### src/rtl/core/tpvc_pkg.sv
package tpvc_pkg;

  localparam int TempW    = 16;
  localparam int DeadW    = 12;
  localparam int TimeW    = 16;
  localparam int CfgIdxW  = 3;
  localparam int CfgDataW = 16;
  localparam int InDataW  = 24;
  localparam int InUserW  = 3;
  localparam int OutDataW = 8;

  typedef enum logic [1:0] {
    ACT_TICK   = 2'd0,
    ACT_MAIN   = 2'd1,
    ACT_SUPPLY = 2'd2,
    ACT_UPDATE = 2'd3
  } action_t;

  typedef enum logic [1:0] {
    DIR_NONE  = 2'd0,
    DIR_OPEN  = 2'd1,
    DIR_CLOSE = 2'd2
  } dir_t;

  typedef enum logic [1:0] {
    ST_STOPPED = 2'd0,
    ST_OPENING = 2'd1,
    ST_CLOSING = 2'd2
  } status_t;

  typedef enum logic [1:0] {
    CMD_NONE  = 2'd0,
    CMD_OPEN  = 2'd1,
    CMD_CLOSE = 2'd2,
    CMD_STOP  = 2'd3
  } cmd_t;

  typedef enum logic [CfgIdxW-1:0] {
    REG_ENABLED      = 3'd0,
    REG_SETPOINT     = 3'd1,
    REG_SUMMER_MODE  = 3'd2,
    REG_DEAD_ZONE    = 3'd3,
    REG_LIMIT_MODE   = 3'd4,
    REG_SUPPLY_HIGH  = 3'd5,
    REG_SUPPLY_LOW   = 3'd6,
    REG_MOVE_TIMEOUT = 3'd7
  } reg_idx_t;

  typedef struct packed {
    logic                    enabled;
    logic signed [TempW-1:0] setpoint;
    logic                    summer_mode;
    logic [DeadW-1:0]        dead_zone;
    logic                    limit_mode;
    logic signed [TempW-1:0] supply_high;
    logic signed [TempW-1:0] supply_low;
    logic [TimeW-1:0]        move_timeout;
  } cfg_t;

  typedef struct packed {
    logic       open_drive;
    logic       close_drive;
    logic [1:0] valve_status;
    logic       full_open;
    logic       full_closed;
  } result_t;

  typedef struct packed {
    logic                    valid;
    logic [1:0]              action;
    logic signed [TempW-1:0] temperature;
    logic                    sensor_fault;
    logic                    controller_on;
  } item_t;

endpackage

### src/rtl/core/tpvc_cfg.sv
module tpvc_cfg (
  input  logic                              clk,
  input  logic                              rst_n,
  input  logic                              cfg_we,
  input  logic [tpvc_pkg::CfgIdxW-1:0]      cfg_index,
  input  logic [tpvc_pkg::CfgDataW-1:0]     cfg_wdata,
  output tpvc_pkg::cfg_t                    cfg
);

  tpvc_pkg::cfg_t cfg_r;
  tpvc_pkg::cfg_t cfg_nxt;

  always_comb begin
    cfg_nxt = cfg_r;
    if (cfg_we) begin
      case (tpvc_pkg::reg_idx_t'(cfg_index))
        tpvc_pkg::REG_ENABLED:      cfg_nxt.enabled      = cfg_wdata[0];
        tpvc_pkg::REG_SETPOINT:     cfg_nxt.setpoint     = cfg_wdata;
        tpvc_pkg::REG_SUMMER_MODE:  cfg_nxt.summer_mode  = cfg_wdata[0];
        tpvc_pkg::REG_DEAD_ZONE:    cfg_nxt.dead_zone    = cfg_wdata[tpvc_pkg::DeadW-1:0];
        tpvc_pkg::REG_LIMIT_MODE:   cfg_nxt.limit_mode   = cfg_wdata[0];
        tpvc_pkg::REG_SUPPLY_HIGH:  cfg_nxt.supply_high  = cfg_wdata;
        tpvc_pkg::REG_SUPPLY_LOW:   cfg_nxt.supply_low   = cfg_wdata;
        tpvc_pkg::REG_MOVE_TIMEOUT: cfg_nxt.move_timeout = cfg_wdata;
        default: ;
      endcase
    end
  end

  always_ff @(posedge clk) begin
    if (!rst_n) begin
      cfg_r.enabled      <= 1'b1;
      cfg_r.setpoint     <= 16'sd320;
      cfg_r.summer_mode  <= 1'b1;
      cfg_r.dead_zone    <= 12'd16;
      cfg_r.limit_mode   <= 1'b0;
      cfg_r.supply_high  <= 16'sd560;
      cfg_r.supply_low   <= 16'sd256;
      cfg_r.move_timeout <= 16'd300;
    end else begin
      cfg_r <= cfg_nxt;
    end
  end

  assign cfg = cfg_r;

endmodule

### src/rtl/core/tpvc_core.sv
module tpvc_core (
  input  logic                clk,
  input  logic                rst_n,
  input  tpvc_pkg::cfg_t      cfg,
  input  tpvc_pkg::item_t     item,
  output tpvc_pkg::result_t   res_nxt
);

  logic signed [tpvc_pkg::TempW-1:0] main_temp_r, main_temp_nxt;
  logic                              main_fresh_r, main_fresh_nxt;
  logic                              main_fault_r, main_fault_nxt;
  logic signed [tpvc_pkg::TempW-1:0] supply_temp_r, supply_temp_nxt;
  logic                              supply_fresh_r, supply_fresh_nxt;
  logic                              supply_fault_r, supply_fault_nxt;
  tpvc_pkg::dir_t                    dir_r, dir_nxt;
  logic [tpvc_pkg::TimeW-1:0]        elapsed_r, elapsed_nxt;
  logic                              open_r, open_nxt;
  logic                              close_r, close_nxt;
  tpvc_pkg::status_t                 status_r, status_nxt;
  logic                              open_end_r, open_end_nxt;
  logic                              closed_end_r, closed_end_nxt;

  logic signed [tpvc_pkg::TempW:0]   diff;
  logic signed [tpvc_pkg::TempW+1:0] err2;
  logic signed [tpvc_pkg::TempW+1:0] dz;
  logic signed [tpvc_pkg::TempW+1:0] ndz;
  tpvc_pkg::cmd_t                    reg_cmd;
  tpvc_pkg::cmd_t                    cmd;
  logic                              timed_out;

  always_comb begin
    if (cfg.summer_mode) begin
      diff = {main_temp_r[tpvc_pkg::TempW-1], main_temp_r}
           - {cfg.setpoint[tpvc_pkg::TempW-1], cfg.setpoint};
    end else begin
      diff = {cfg.setpoint[tpvc_pkg::TempW-1], cfg.setpoint}
           - {main_temp_r[tpvc_pkg::TempW-1], main_temp_r};
    end
    err2 = {diff, 1'b0};
    dz   = signed'({{(tpvc_pkg::TempW+2-tpvc_pkg::DeadW){1'b0}}, cfg.dead_zone});
    ndz  = -dz;
    if (err2 > dz) begin
      reg_cmd = tpvc_pkg::CMD_OPEN;
    end else if (err2 < ndz) begin
      reg_cmd = tpvc_pkg::CMD_CLOSE;
    end else begin
      reg_cmd = tpvc_pkg::CMD_STOP;
    end
  end

  assign timed_out = elapsed_r > cfg.move_timeout;

  always_comb begin
    main_temp_nxt    = main_temp_r;
    main_fresh_nxt   = main_fresh_r;
    main_fault_nxt   = main_fault_r;
    supply_temp_nxt  = supply_temp_r;
    supply_fresh_nxt = supply_fresh_r;
    supply_fault_nxt = supply_fault_r;
    dir_nxt          = dir_r;
    elapsed_nxt      = elapsed_r;
    open_nxt         = open_r;
    close_nxt        = close_r;
    status_nxt       = status_r;
    open_end_nxt     = open_end_r;
    closed_end_nxt   = closed_end_r;
    cmd              = tpvc_pkg::CMD_NONE;

    if (item.valid) begin
      case (tpvc_pkg::action_t'(item.action))
        tpvc_pkg::ACT_TICK: begin
          if (dir_r != tpvc_pkg::DIR_NONE && elapsed_r != '1) begin
            elapsed_nxt = elapsed_r + 1'b1;
          end
        end
        tpvc_pkg::ACT_MAIN: begin
          main_temp_nxt  = item.temperature;
          main_fault_nxt = item.sensor_fault;
          main_fresh_nxt = 1'b1;
        end
        tpvc_pkg::ACT_SUPPLY: begin
          if (cfg.limit_mode) begin
            supply_temp_nxt  = item.temperature;
            supply_fault_nxt = item.sensor_fault;
            supply_fresh_nxt = 1'b1;
          end
        end
        tpvc_pkg::ACT_UPDATE: begin
          if (cfg.enabled) begin
            if (!item.controller_on) begin
              cmd = tpvc_pkg::CMD_CLOSE;
            end else if (cfg.limit_mode) begin
              if (main_fault_r || supply_fault_r) begin
                cmd = tpvc_pkg::CMD_STOP;
              end else if (main_fresh_r && supply_fresh_r) begin
                main_fresh_nxt   = 1'b0;
                supply_fresh_nxt = 1'b0;
                if (supply_temp_r > cfg.supply_high || supply_temp_r < cfg.supply_low) begin
                  cmd = tpvc_pkg::CMD_CLOSE;
                end else begin
                  cmd = reg_cmd;
                end
              end
            end else begin
              if (main_fault_r) begin
                cmd = tpvc_pkg::CMD_CLOSE;
              end else if (main_fresh_r) begin
                main_fresh_nxt = 1'b0;
                cmd = reg_cmd;
              end
            end
          end
        end
        default: ;
      endcase
    end

    case (cmd)
      tpvc_pkg::CMD_OPEN: begin
        if (dir_r != tpvc_pkg::DIR_OPEN) begin
          close_nxt      = 1'b0;
          open_nxt       = 1'b1;
          dir_nxt        = tpvc_pkg::DIR_OPEN;
          elapsed_nxt    = '0;
          closed_end_nxt = 1'b0;
          status_nxt     = tpvc_pkg::ST_OPENING;
        end else if (timed_out) begin
          open_nxt       = 1'b0;
          open_end_nxt   = 1'b1;
          closed_end_nxt = 1'b0;
          status_nxt     = tpvc_pkg::ST_STOPPED;
        end else begin
          open_end_nxt   = 1'b0;
          closed_end_nxt = 1'b0;
        end
      end
      tpvc_pkg::CMD_CLOSE: begin
        if (dir_r != tpvc_pkg::DIR_CLOSE) begin
          open_nxt     = 1'b0;
          close_nxt    = 1'b1;
          dir_nxt      = tpvc_pkg::DIR_CLOSE;
          elapsed_nxt  = '0;
          open_end_nxt = 1'b0;
          status_nxt   = tpvc_pkg::ST_CLOSING;
        end else if (timed_out) begin
          close_nxt      = 1'b0;
          closed_end_nxt = 1'b1;
          status_nxt     = tpvc_pkg::ST_STOPPED;
        end else begin
          open_end_nxt   = 1'b0;
          closed_end_nxt = 1'b0;
        end
      end
      tpvc_pkg::CMD_STOP: begin
        open_nxt    = 1'b0;
        close_nxt   = 1'b0;
        dir_nxt     = tpvc_pkg::DIR_NONE;
        elapsed_nxt = '0;
        status_nxt  = tpvc_pkg::ST_STOPPED;
      end
      default: ;
    endcase
  end

  always_ff @(posedge clk) begin
    if (!rst_n) begin
      main_temp_r    <= '0;
      main_fresh_r   <= 1'b0;
      main_fault_r   <= 1'b0;
      supply_temp_r  <= '0;
      supply_fresh_r <= 1'b0;
      supply_fault_r <= 1'b0;
      dir_r          <= tpvc_pkg::DIR_NONE;
      elapsed_r      <= '0;
      open_r         <= 1'b0;
      close_r        <= 1'b0;
      status_r       <= tpvc_pkg::ST_STOPPED;
      open_end_r     <= 1'b0;
      closed_end_r   <= 1'b0;
    end else begin
      main_temp_r    <= main_temp_nxt;
      main_fresh_r   <= main_fresh_nxt;
      main_fault_r   <= main_fault_nxt;
      supply_temp_r  <= supply_temp_nxt;
      supply_fresh_r <= supply_fresh_nxt;
      supply_fault_r <= supply_fault_nxt;
      dir_r          <= dir_nxt;
      elapsed_r      <= elapsed_nxt;
      open_r         <= open_nxt;
      close_r        <= close_nxt;
      status_r       <= status_nxt;
      open_end_r     <= open_end_nxt;
      closed_end_r   <= closed_end_nxt;
    end
  end

  assign res_nxt.open_drive   = open_nxt;
  assign res_nxt.close_drive  = close_nxt;
  assign res_nxt.valve_status = status_nxt;
  assign res_nxt.full_open    = open_end_nxt;
  assign res_nxt.full_closed  = closed_end_nxt;

`ifndef ASSERT_OFF
  a_relays_exclusive: assert property (@(posedge clk) disable iff (!rst_n)
    !(open_r && close_r))
    else $error("open and close relays driven together");

  a_status_matches_relay: assert property (@(posedge clk) disable iff (!rst_n)
    (status_r == tpvc_pkg::ST_OPENING) == open_r &&
    (status_r == tpvc_pkg::ST_CLOSING) == close_r)
    else $error("valve status disagrees with relay state");

  a_idle_no_elapsed: assert property (@(posedge clk) disable iff (!rst_n)
    dir_r == tpvc_pkg::DIR_NONE |-> elapsed_r == '0)
    else $error("move time counted without a move");

  a_tick_only_counts: assert property (@(posedge clk) disable iff (!rst_n)
    elapsed_r != '0 && $past(rst_n) && $past(elapsed_r) != elapsed_r
      |-> elapsed_r == $past(elapsed_r) + 1'b1)
    else $error("move time changed other than by one step");
`endif

endmodule

### src/rtl/core/three_point_valve_controller.sv
// The result of an accepted item shows in the output register
// at the next clock edge.
// Throughput: one item per cycle while out_tready is high; in_tready follows the
// output register, which refills in the cycle its result is taken.
// Reset: synchronous active-low rst_n clears all control state, loads the default
// register values and empties the output register.
module three_point_valve_controller (
  input  logic                               clk,
  input  logic                               rst_n,
  input  logic                               in_tvalid,
  output logic                               in_tready,
  // [15:0] temperature, [16] controller_on, [23:17] zero
  input  logic [tpvc_pkg::InDataW-1:0]       in_tdata,
  // [1:0] action, [2] sensor_fault
  input  logic [tpvc_pkg::InUserW-1:0]       in_tuser,
  output logic                               out_tvalid,
  input  logic                               out_tready,
  // [0] open_drive, [1] close_drive, [3:2] valve_status, [4] full_open,
  // [5] full_closed, [7:6] zero
  output logic [tpvc_pkg::OutDataW-1:0]      out_tdata,
  input  logic                               cfg_we,
  input  logic [tpvc_pkg::CfgIdxW-1:0]       cfg_index,
  input  logic [tpvc_pkg::CfgDataW-1:0]      cfg_wdata
);

  tpvc_pkg::cfg_t    cfg;
  tpvc_pkg::item_t   item;
  tpvc_pkg::result_t res_nxt;
  tpvc_pkg::result_t res_r;
  logic              out_valid_r;
  logic              out_valid_nxt;
  logic              in_fire;

  assign in_tready = !out_valid_r || out_tready;
  assign in_fire   = in_tvalid && in_tready;

  assign item.valid         = in_fire;
  assign item.action        = in_tuser[1:0];
  assign item.sensor_fault  = in_tuser[2];
  assign item.temperature   = in_tdata[tpvc_pkg::TempW-1:0];
  assign item.controller_on = in_tdata[tpvc_pkg::TempW];

  tpvc_cfg u_cfg (
    .clk       (clk),
    .rst_n     (rst_n),
    .cfg_we    (cfg_we),
    .cfg_index (cfg_index),
    .cfg_wdata (cfg_wdata),
    .cfg       (cfg)
  );

  tpvc_core u_core (
    .clk     (clk),
    .rst_n   (rst_n),
    .cfg     (cfg),
    .item    (item),
    .res_nxt (res_nxt)
  );

  always_comb begin
    out_valid_nxt = out_valid_r;
    if (in_fire) begin
      out_valid_nxt = 1'b1;
    end else if (out_tready) begin
      out_valid_nxt = 1'b0;
    end
  end

  always_ff @(posedge clk) begin
    if (!rst_n) begin
      out_valid_r <= 1'b0;
    end else begin
      out_valid_r <= out_valid_nxt;
    end
  end

  always_ff @(posedge clk) begin
    if (in_fire) begin
      res_r <= res_nxt;
    end
  end

  assign out_tvalid = out_valid_r;
  assign out_tdata  = {2'b00, res_r.full_closed, res_r.full_open, res_r.valve_status,
                       res_r.close_drive, res_r.open_drive};

endmodule
### config.mk
export PLATFORM = sky130hd
export DESIGN_NAME = three_point_valve_controller
export DESIGN_NICKNAME = d
export VERILOG_FILES = /design/src/rtl/core/tpvc_pkg.sv /design/src/rtl/core/tpvc_cfg.sv /design/src/rtl/core/tpvc_core.sv /design/src/rtl/core/three_point_valve_controller.sv
export SDC_FILE = /design/constraint.sdc
export NUM_CORES = 1
export LEC_CHECK = 0
export ABC_CLOCK_PERIOD_IN_PS = 12400
export BUFFER_PORTS_ARGS = -buffer_cell sky130_fd_sc_hd__buf_2
export CORE_ASPECT_RATIO = 1.1
export CORE_MARGIN = 5
export CORE_UTILIZATION = 45
export DETAILED_ROUTE_END_ITERATION = 8
export GPL_TIMING_DRIVEN = 0
export PLACE_DENSITY = 0.65
export SYNTH_ARGS = -nofsm -noshare
export SYNTH_HDL_FRONTEND = slang
export SYNTH_SLANG_ARGS = --single-unit
### constraint.sdc
create_clock -name clk -period 12.4 [get_ports clk]
set_clock_uncertainty 0.2 [all_clocks]
set_input_delay 0 -clock clk [delete_from_list [all_inputs] [get_ports clk]]
set_output_delay 0 -clock clk [all_outputs]
set_load 0.05 [all_outputs]
After elaboration in Yosys (flattened, before gate mapping):

Index checks and enable logic that the tools add are counted.

* bits in registers: 146
* bits in latches: 0
* memory bits (writable): 0
* bits in read-only memories: 0
* input port bits: 51
* output and inout bits: 10
* logic and storage cells: 145
* memories: 0

* add/sub/neg operators: 4
* $mul: 0
* div/mod/pow operators: 0
* magnitude comparators: 5
* equality and inequality tests: 27
* shift operators: 0
* multiplexer cells: 55
* bitwise gates (word level): 0
* reduce and logical (&&, ||, !) cells: 27

Operator list (number)
* $mux 16: 5
* $pmux 16 s3: 1
* $sub 16x16->17: 2
* $gt 16x16->1: 2
* $mux 2: 16
* $mux 1: 24
* $gt 18x13->1: 1
* $lt 18x18->1: 1
* $neg 12->18: 1
* $reduce_and 2->1: 9
* $mux 17: 1
* $add 16x1->16 const B: 1
* $lt 16x16->1: 1
* $ne 16x16->1 const B: 1
* $eq 3x3->1 const B: 4
* $ne 2x2->1 const B: 6
* $pmux 2 s3: 2
* $eq 2x2->1 const B: 4
* $ne 2x1->1 const B: 4
* $pmux 1 s2: 4
* $reduce_and 8->1: 1
* $reduce_bool 2->1: 4
* $reduce_and 7->1: 1
* $eq 3x2->1 const B: 2
* other kinds (12): 20

Depth between registers and ports, before layout:

* depth after elaboration: 16
* depth in mapped cells: 25
* mapped depth without buffers: 23

Cells and area by module:

Synthesis repeated with hierarchy kept, for this count alone.

* cell total of the unflattened synthesis: 1163
* area, all modules: 9655.5 sq um

By module, submodules not included
* tpvc_core: instances 1, cells each 854, area each 6303.5 sq um, sequential area each 1201.2 sq um
* tpvc_cfg: instances 1, cells each 295, area each 3095.5 sq um, sequential area each 1581.5 sq um
* three_point_valve_controller: instances 1, cells each 14, area each 256.5 sq um, sequential area each 200.2 sq um

Worst setup path after synthesis:

No wires, ideal clock.

* path kind: register to register
* start point: reg u_core.main_temp_r[0] (netlist bit)
* end point: reg u_core.elapsed_r[11] (netlist bit)
* setup time: 0.128 ns
* data arrival time: 5.137 ns
* required time: 12.072 ns
* path slack: 6.935 ns
* cell stages (with the launch flop): 24
* clock period less this slack: 5.465 ns
* cells stage by stage: dfxtp_1 -> inv_1 -> ha_1 -> inv_1 -> fa_1 -> a21o_1 -> a221oi_1 -> nor2_1 -> a221oi_1 -> xnor2_1 -> ha_1 -> a211oi_1 -> o21a_1 -> a221o_1 -> a31oi_1 -> a211o_1 -> a211o_1 -> or3_1 -> a211o_1 -> ha_1 -> and2_1 -> o31ai_1 -> clkbuf_1 -> nor2_1

* word-level cells in the longest chain between the ends: 15
* elaborated cells on any way between the ends: 21

Ends and longest elaborated chain
* from (decl): RTL line tpvc_core.sv:9 `logic signed [tpvc_pkg::TempW-1:0] main_temp_r, main_temp_nxt;`
* from (signal assigned): RTL line tpvc_core.sv:181 `main_temp_r <= main_temp_nxt;`
* $sub 16x16->17, on equally long branches: RTL line tpvc_core.sv:37, tpvc_core.sv:34
* $mux 17 *: RTL line tpvc_core.sv:32 `if (cfg.summer_mode) begin`
* $lt 18x18->1: RTL line tpvc_core.sv:44 `end else if (err2 < ndz) begin`
* $mux 1: RTL line tpvc_core.sv:44
* $mux 2 *: RTL line tpvc_core.sv:42 `if (err2 > dz) begin`
* $mux 2: RTL line tpvc_core.sv:98 `if (supply_temp_r > cfg.supply_high || supply_temp_r < cfg.supply_low) begin`
* $mux 2: RTL line tpvc_core.sv:95 `end else if (main_fresh_r && supply_fresh_r) begin`
* $mux 2: RTL line tpvc_core.sv:93 `if (main_fault_r || supply_fault_r) begin`
* $mux 2 *: RTL line tpvc_core.sv:92 `end else if (cfg.limit_mode) begin`
* $mux 2 *: RTL line tpvc_core.sv:90 `if (!item.controller_on) begin`
* $mux 2 *: RTL line tpvc_core.sv:89 `if (cfg.enabled) begin`
* $mux 2 *: RTL line tpvc_core.sv:70 `case (tpvc_pkg::action_t'(item.action))`
* $mux 2 *: RTL line tpvc_core.sv:69 `if (item.valid) begin`
* $eq 2x2->1 / $eq 2x1->1 (equally long branches): RTL line tpvc_core.sv:118 `case (cmd)`
* $pmux 16 s3 *: RTL line tpvc_core.sv:118
* to (signal assigned): RTL line tpvc_core.sv:188 `elapsed_r <= elapsed_nxt;`
* to (decl): RTL line tpvc_core.sv:16 `logic [tpvc_pkg::TimeW-1:0] elapsed_r, elapsed_nxt;`

Mark *: on every way between the ends. The rest lies on a longest branch, timed or not.
A chain may end at the register's enable or synchronous reset.

Final worst setup path:

* start point: reg u_core.main_temp_r[1] (netlist bit)
* end point: reg u_core.elapsed_r[5] (netlist bit)

Same word-level chain as after synthesis.

==> out/results.tsv <==
metric	value	unit
fillers	1965	
Synth-to-Final Area Change	17.3	%
vias in the first global route	8225	
area of the multi-input gates	5730	um2
DRT iter0 DRCs	452	
fin cells	1572	
worst-case clock buffer depth	2	
global route total overflow	0	
max-slew violation count	0	
most frequent cells in the layout	262 x nand2_1, 140 x dfxtp_1, 111 x ha_1	
max cap viols	0	
Die Y	161	um
sw frac	27.9	%
Final Hold Fails	0	
Comb pwr share	15.7	%
startpoint types	register	
NetSw	0.322	mW
Met1 Wirelength	11.4	mm
Max-Slew Margin vs Limit	21.6	%
leading cell type in the layout, fill and taps excluded	nand2_1	
crit path max fanout	10	
clock share of power	41.9	%
RSZ-0062 raised after global routing	false	
post-CTS sizing	0	
DRT antenna net count	0	
final setup margin	5.58	ns
CTS tree	done	
Final Power	1.15	mW
top_reg_cell synth	dfxtp_1	
maximum VDD drop	0.0978	mV
Hold Crit Class	in -> reg	
Leak	4.31	nW
DP Wirelength	20.0	mm
GPL Wtd Cong	0.891	
pin count of the biggest net entering global routing	17	
Least-Margin Pin Slew	1.17	ns
post-CTS setup buffer count	0	
post-DR vias/cell	5.34	
Post-synth ARST share	0	%
hold buffer count at CTS	51	
final std cell area, no fill	11000	um2
Vias	8388	
drt total wl	25.8	mm
Max Clk Rate	147	MHz
Post-synth EDFFs	6	
GRT Overall Usage	21.8	%
register share of total power	42.4	%
Cells after Synth	1184	
Final setup viols	0	
share of cells above drive strength 1	7.37	%
wire per inst	16.4	um
Starting Density	45.6	%
kind of critical path	reg -> reg	
Final min period	6.82	ns
crit share post-route	55.0	%
area of the mapped netlist	9360	um2
sequential area share after synthesis	31.9	%
Setup WS pre-CTS	5.61	ns
initial antenna violation count	0	
register area	2980	um2
status	completed	
layout net count	1467	
Worst Path Required	12.50	ns
Placed Cells	1489	
number of remaining DRC errors	0	
Synthesis Warnings	0	
DR WL met2	12.6	mm
synth unique cells	69	
Core Region	20500	um2
first-pass GRT wire length	41.5	mm
Crit path arrival time	6.92	ns
PortBufs	48	
wire length on met3	913	um
Internal	0.829	mW
Setup TNS Final	0	ns
Clk pin slew, worst setup/hold paths	0.06	ns
uppermost layer routed	met4	
diodes inserted	0	
DIE AREA	23800	um2
Yosys reg bits	146	
worst skew pair latency	0.43	ns
Horiz. Die Dim	147	um
CTS Root Cell	clkbuf_16	
Syn Area/Cell	7.90	um2
clock sinks	146	
I/O pin total	61	
num rows	55	
Num CTS Buffers	17	
critical path endpoint category	register	
drt pass-1 iters	4	
H-tree Lvls	4	
pwr dens	105	nW/um2
Placed Area	9920	um2
cell usage after synthesis (all sizes together), types with 4 or more instances:
cell | instances | share of area, %
clkbuf | 39 | 1.7
nand3 | 14 | 0.75
nand4 | 15 | 1.0
a221oi | 5 | 0.47
and2 | 10 | 0.67
nand3b | 5 | 0.40
and4 | 4 | 0.37
a31oi | 5 | 0.33
mux2i | 5 | 0.53
a21oi | 54 | 2.9
nor3b | 4 | 0.32
inv | 110 | 4.4
nor3 | 12 | 0.64
a21o | 14 | 1.1
nor2 | 52 | 2.1
or3 | 6 | 0.41
dfxtp | 140 | 30
and3 | 9 | 0.60
ha | 111 | 15
xor2 | 15 | 1.4
o21a | 7 | 0.56
xnor2 | 17 | 1.6
a211oi | 14 | 1.1
a211o | 7 | 0.66
o211ai | 15 | 1.2
nor2b | 9 | 0.63
nand2 | 262 | 11
nor4 | 11 | 0.74
a21boi | 103 | 8.3
o22ai | 4 | 0.27
o21ai | 39 | 2.1
buf | 10 | 0.84
nand2b | 8 | 0.53
edfxtp | 6 | 1.9
o31ai | 6 | 0.48
final timing paths:
kind                              start  slack (ns)  cells past startpoint                   end
setup / recovery  u_core.main_temp_r[1]        5.58                     21   u_core.elapsed_r[5]
hold / removal                    rst_n        0.15                      3  u_core.elapsed_r[10]
setup reg to reg  u_core.main_temp_r[1]        5.58                     21   u_core.elapsed_r[5]
hold reg to reg           u_cfg.cfg[17]        0.26                      2         u_cfg.cfg[17]
state kept, by name, summed over array words and instances, names as in the netlist:
name,cells
u_core.open_r,1
u_cfg.cfg,79
u_core.main_temp_r,16
out_tvalid,1
u_core.supply_temp_r,16
u_core.main_fresh_r,1
u_core.supply_fresh_r,1
u_core.main_fault_r,1
u_core.close_r,1
u_core.dir_r,2
u_core.closed_end_r,1
u_core.elapsed_r,16
u_core.open_end_r,1
out_tdata,6
u_core.supply_fault_r,1
u_core.status_r,2
cell type report:
type | instances | share of cell area [%]
buffer | 49 | 2.14
clock buffer | 19 | 3.94
clock inverter | 13 | 1.04
inverter | 110 | 3.76
multi-input combinational | 880 | 52.2
sequential | 146 | 27.2
tap | 256 | 2.92
timing repair buffer | 99 | 6.84
layer usage:
metal | global-route usage, % | vias to the layer above
met2 | 38.9 | 173
li1 | - | 4304
met4 | 8.60 | 0
met5 | 0 | -
met3 | 2.95 | 47
met1 | 26.5 | 3864
power groups by stage:
stage	clock (mW)	sequential (mW)	combinational (mW)
after floorplan	0	0.500	0.112
after global routing	0.508	0.489	0.200
final	0.483	0.488	0.180
after detailed placement	0	0.498	0.167
after global placement	0	0.498	0.163
after CTS	0.487	0.488	0.179
worst max-delay path, stage by stage (launching register included):
cell      delay, ns
dfxtp_1        0.45
inv_1          0.11
fa_1           0.42
a21o_1         0.20
a221oi_1       0.48
nor2_1         0.21
a221oi_1       0.33
xnor2_1        0.20
ha_1           0.31
a211oi_1       0.26
o21a_1         0.19
a221o_1        0.15
a31oi_1        0.09
nand4b_1       0.23
a211o_1        0.34
or3_1          0.36
a211o_1        0.31
ha_1           0.24
and2_1         0.20
o31ai_1        0.88
clkbuf_1       0.44
nor2_1         0.10
stage by stage:
step / hold slack (ns) / utilization, %
floorplan: -0.0621 / -
CTS: 0.120 / 53.5
global route: 0.162 / 53.5
global placement: 0.0720 / 48.4
finish: 0.154 / 53.5
detailed placement: 0.0754 / 48.4
logic make-up after synthesis:
group           count (synthesis)  synth area share, %
other cells                     1               0.0401
xor+xnor                       32                 3.00
simple gates                  431                 20.5
flops                         146                 31.9
compound gates                295                 21.6
fa+ha+maj                     113                 15.3
buf+inv                       159                 6.93
mux                             7                0.776
(Power assumes the default switching activity.)
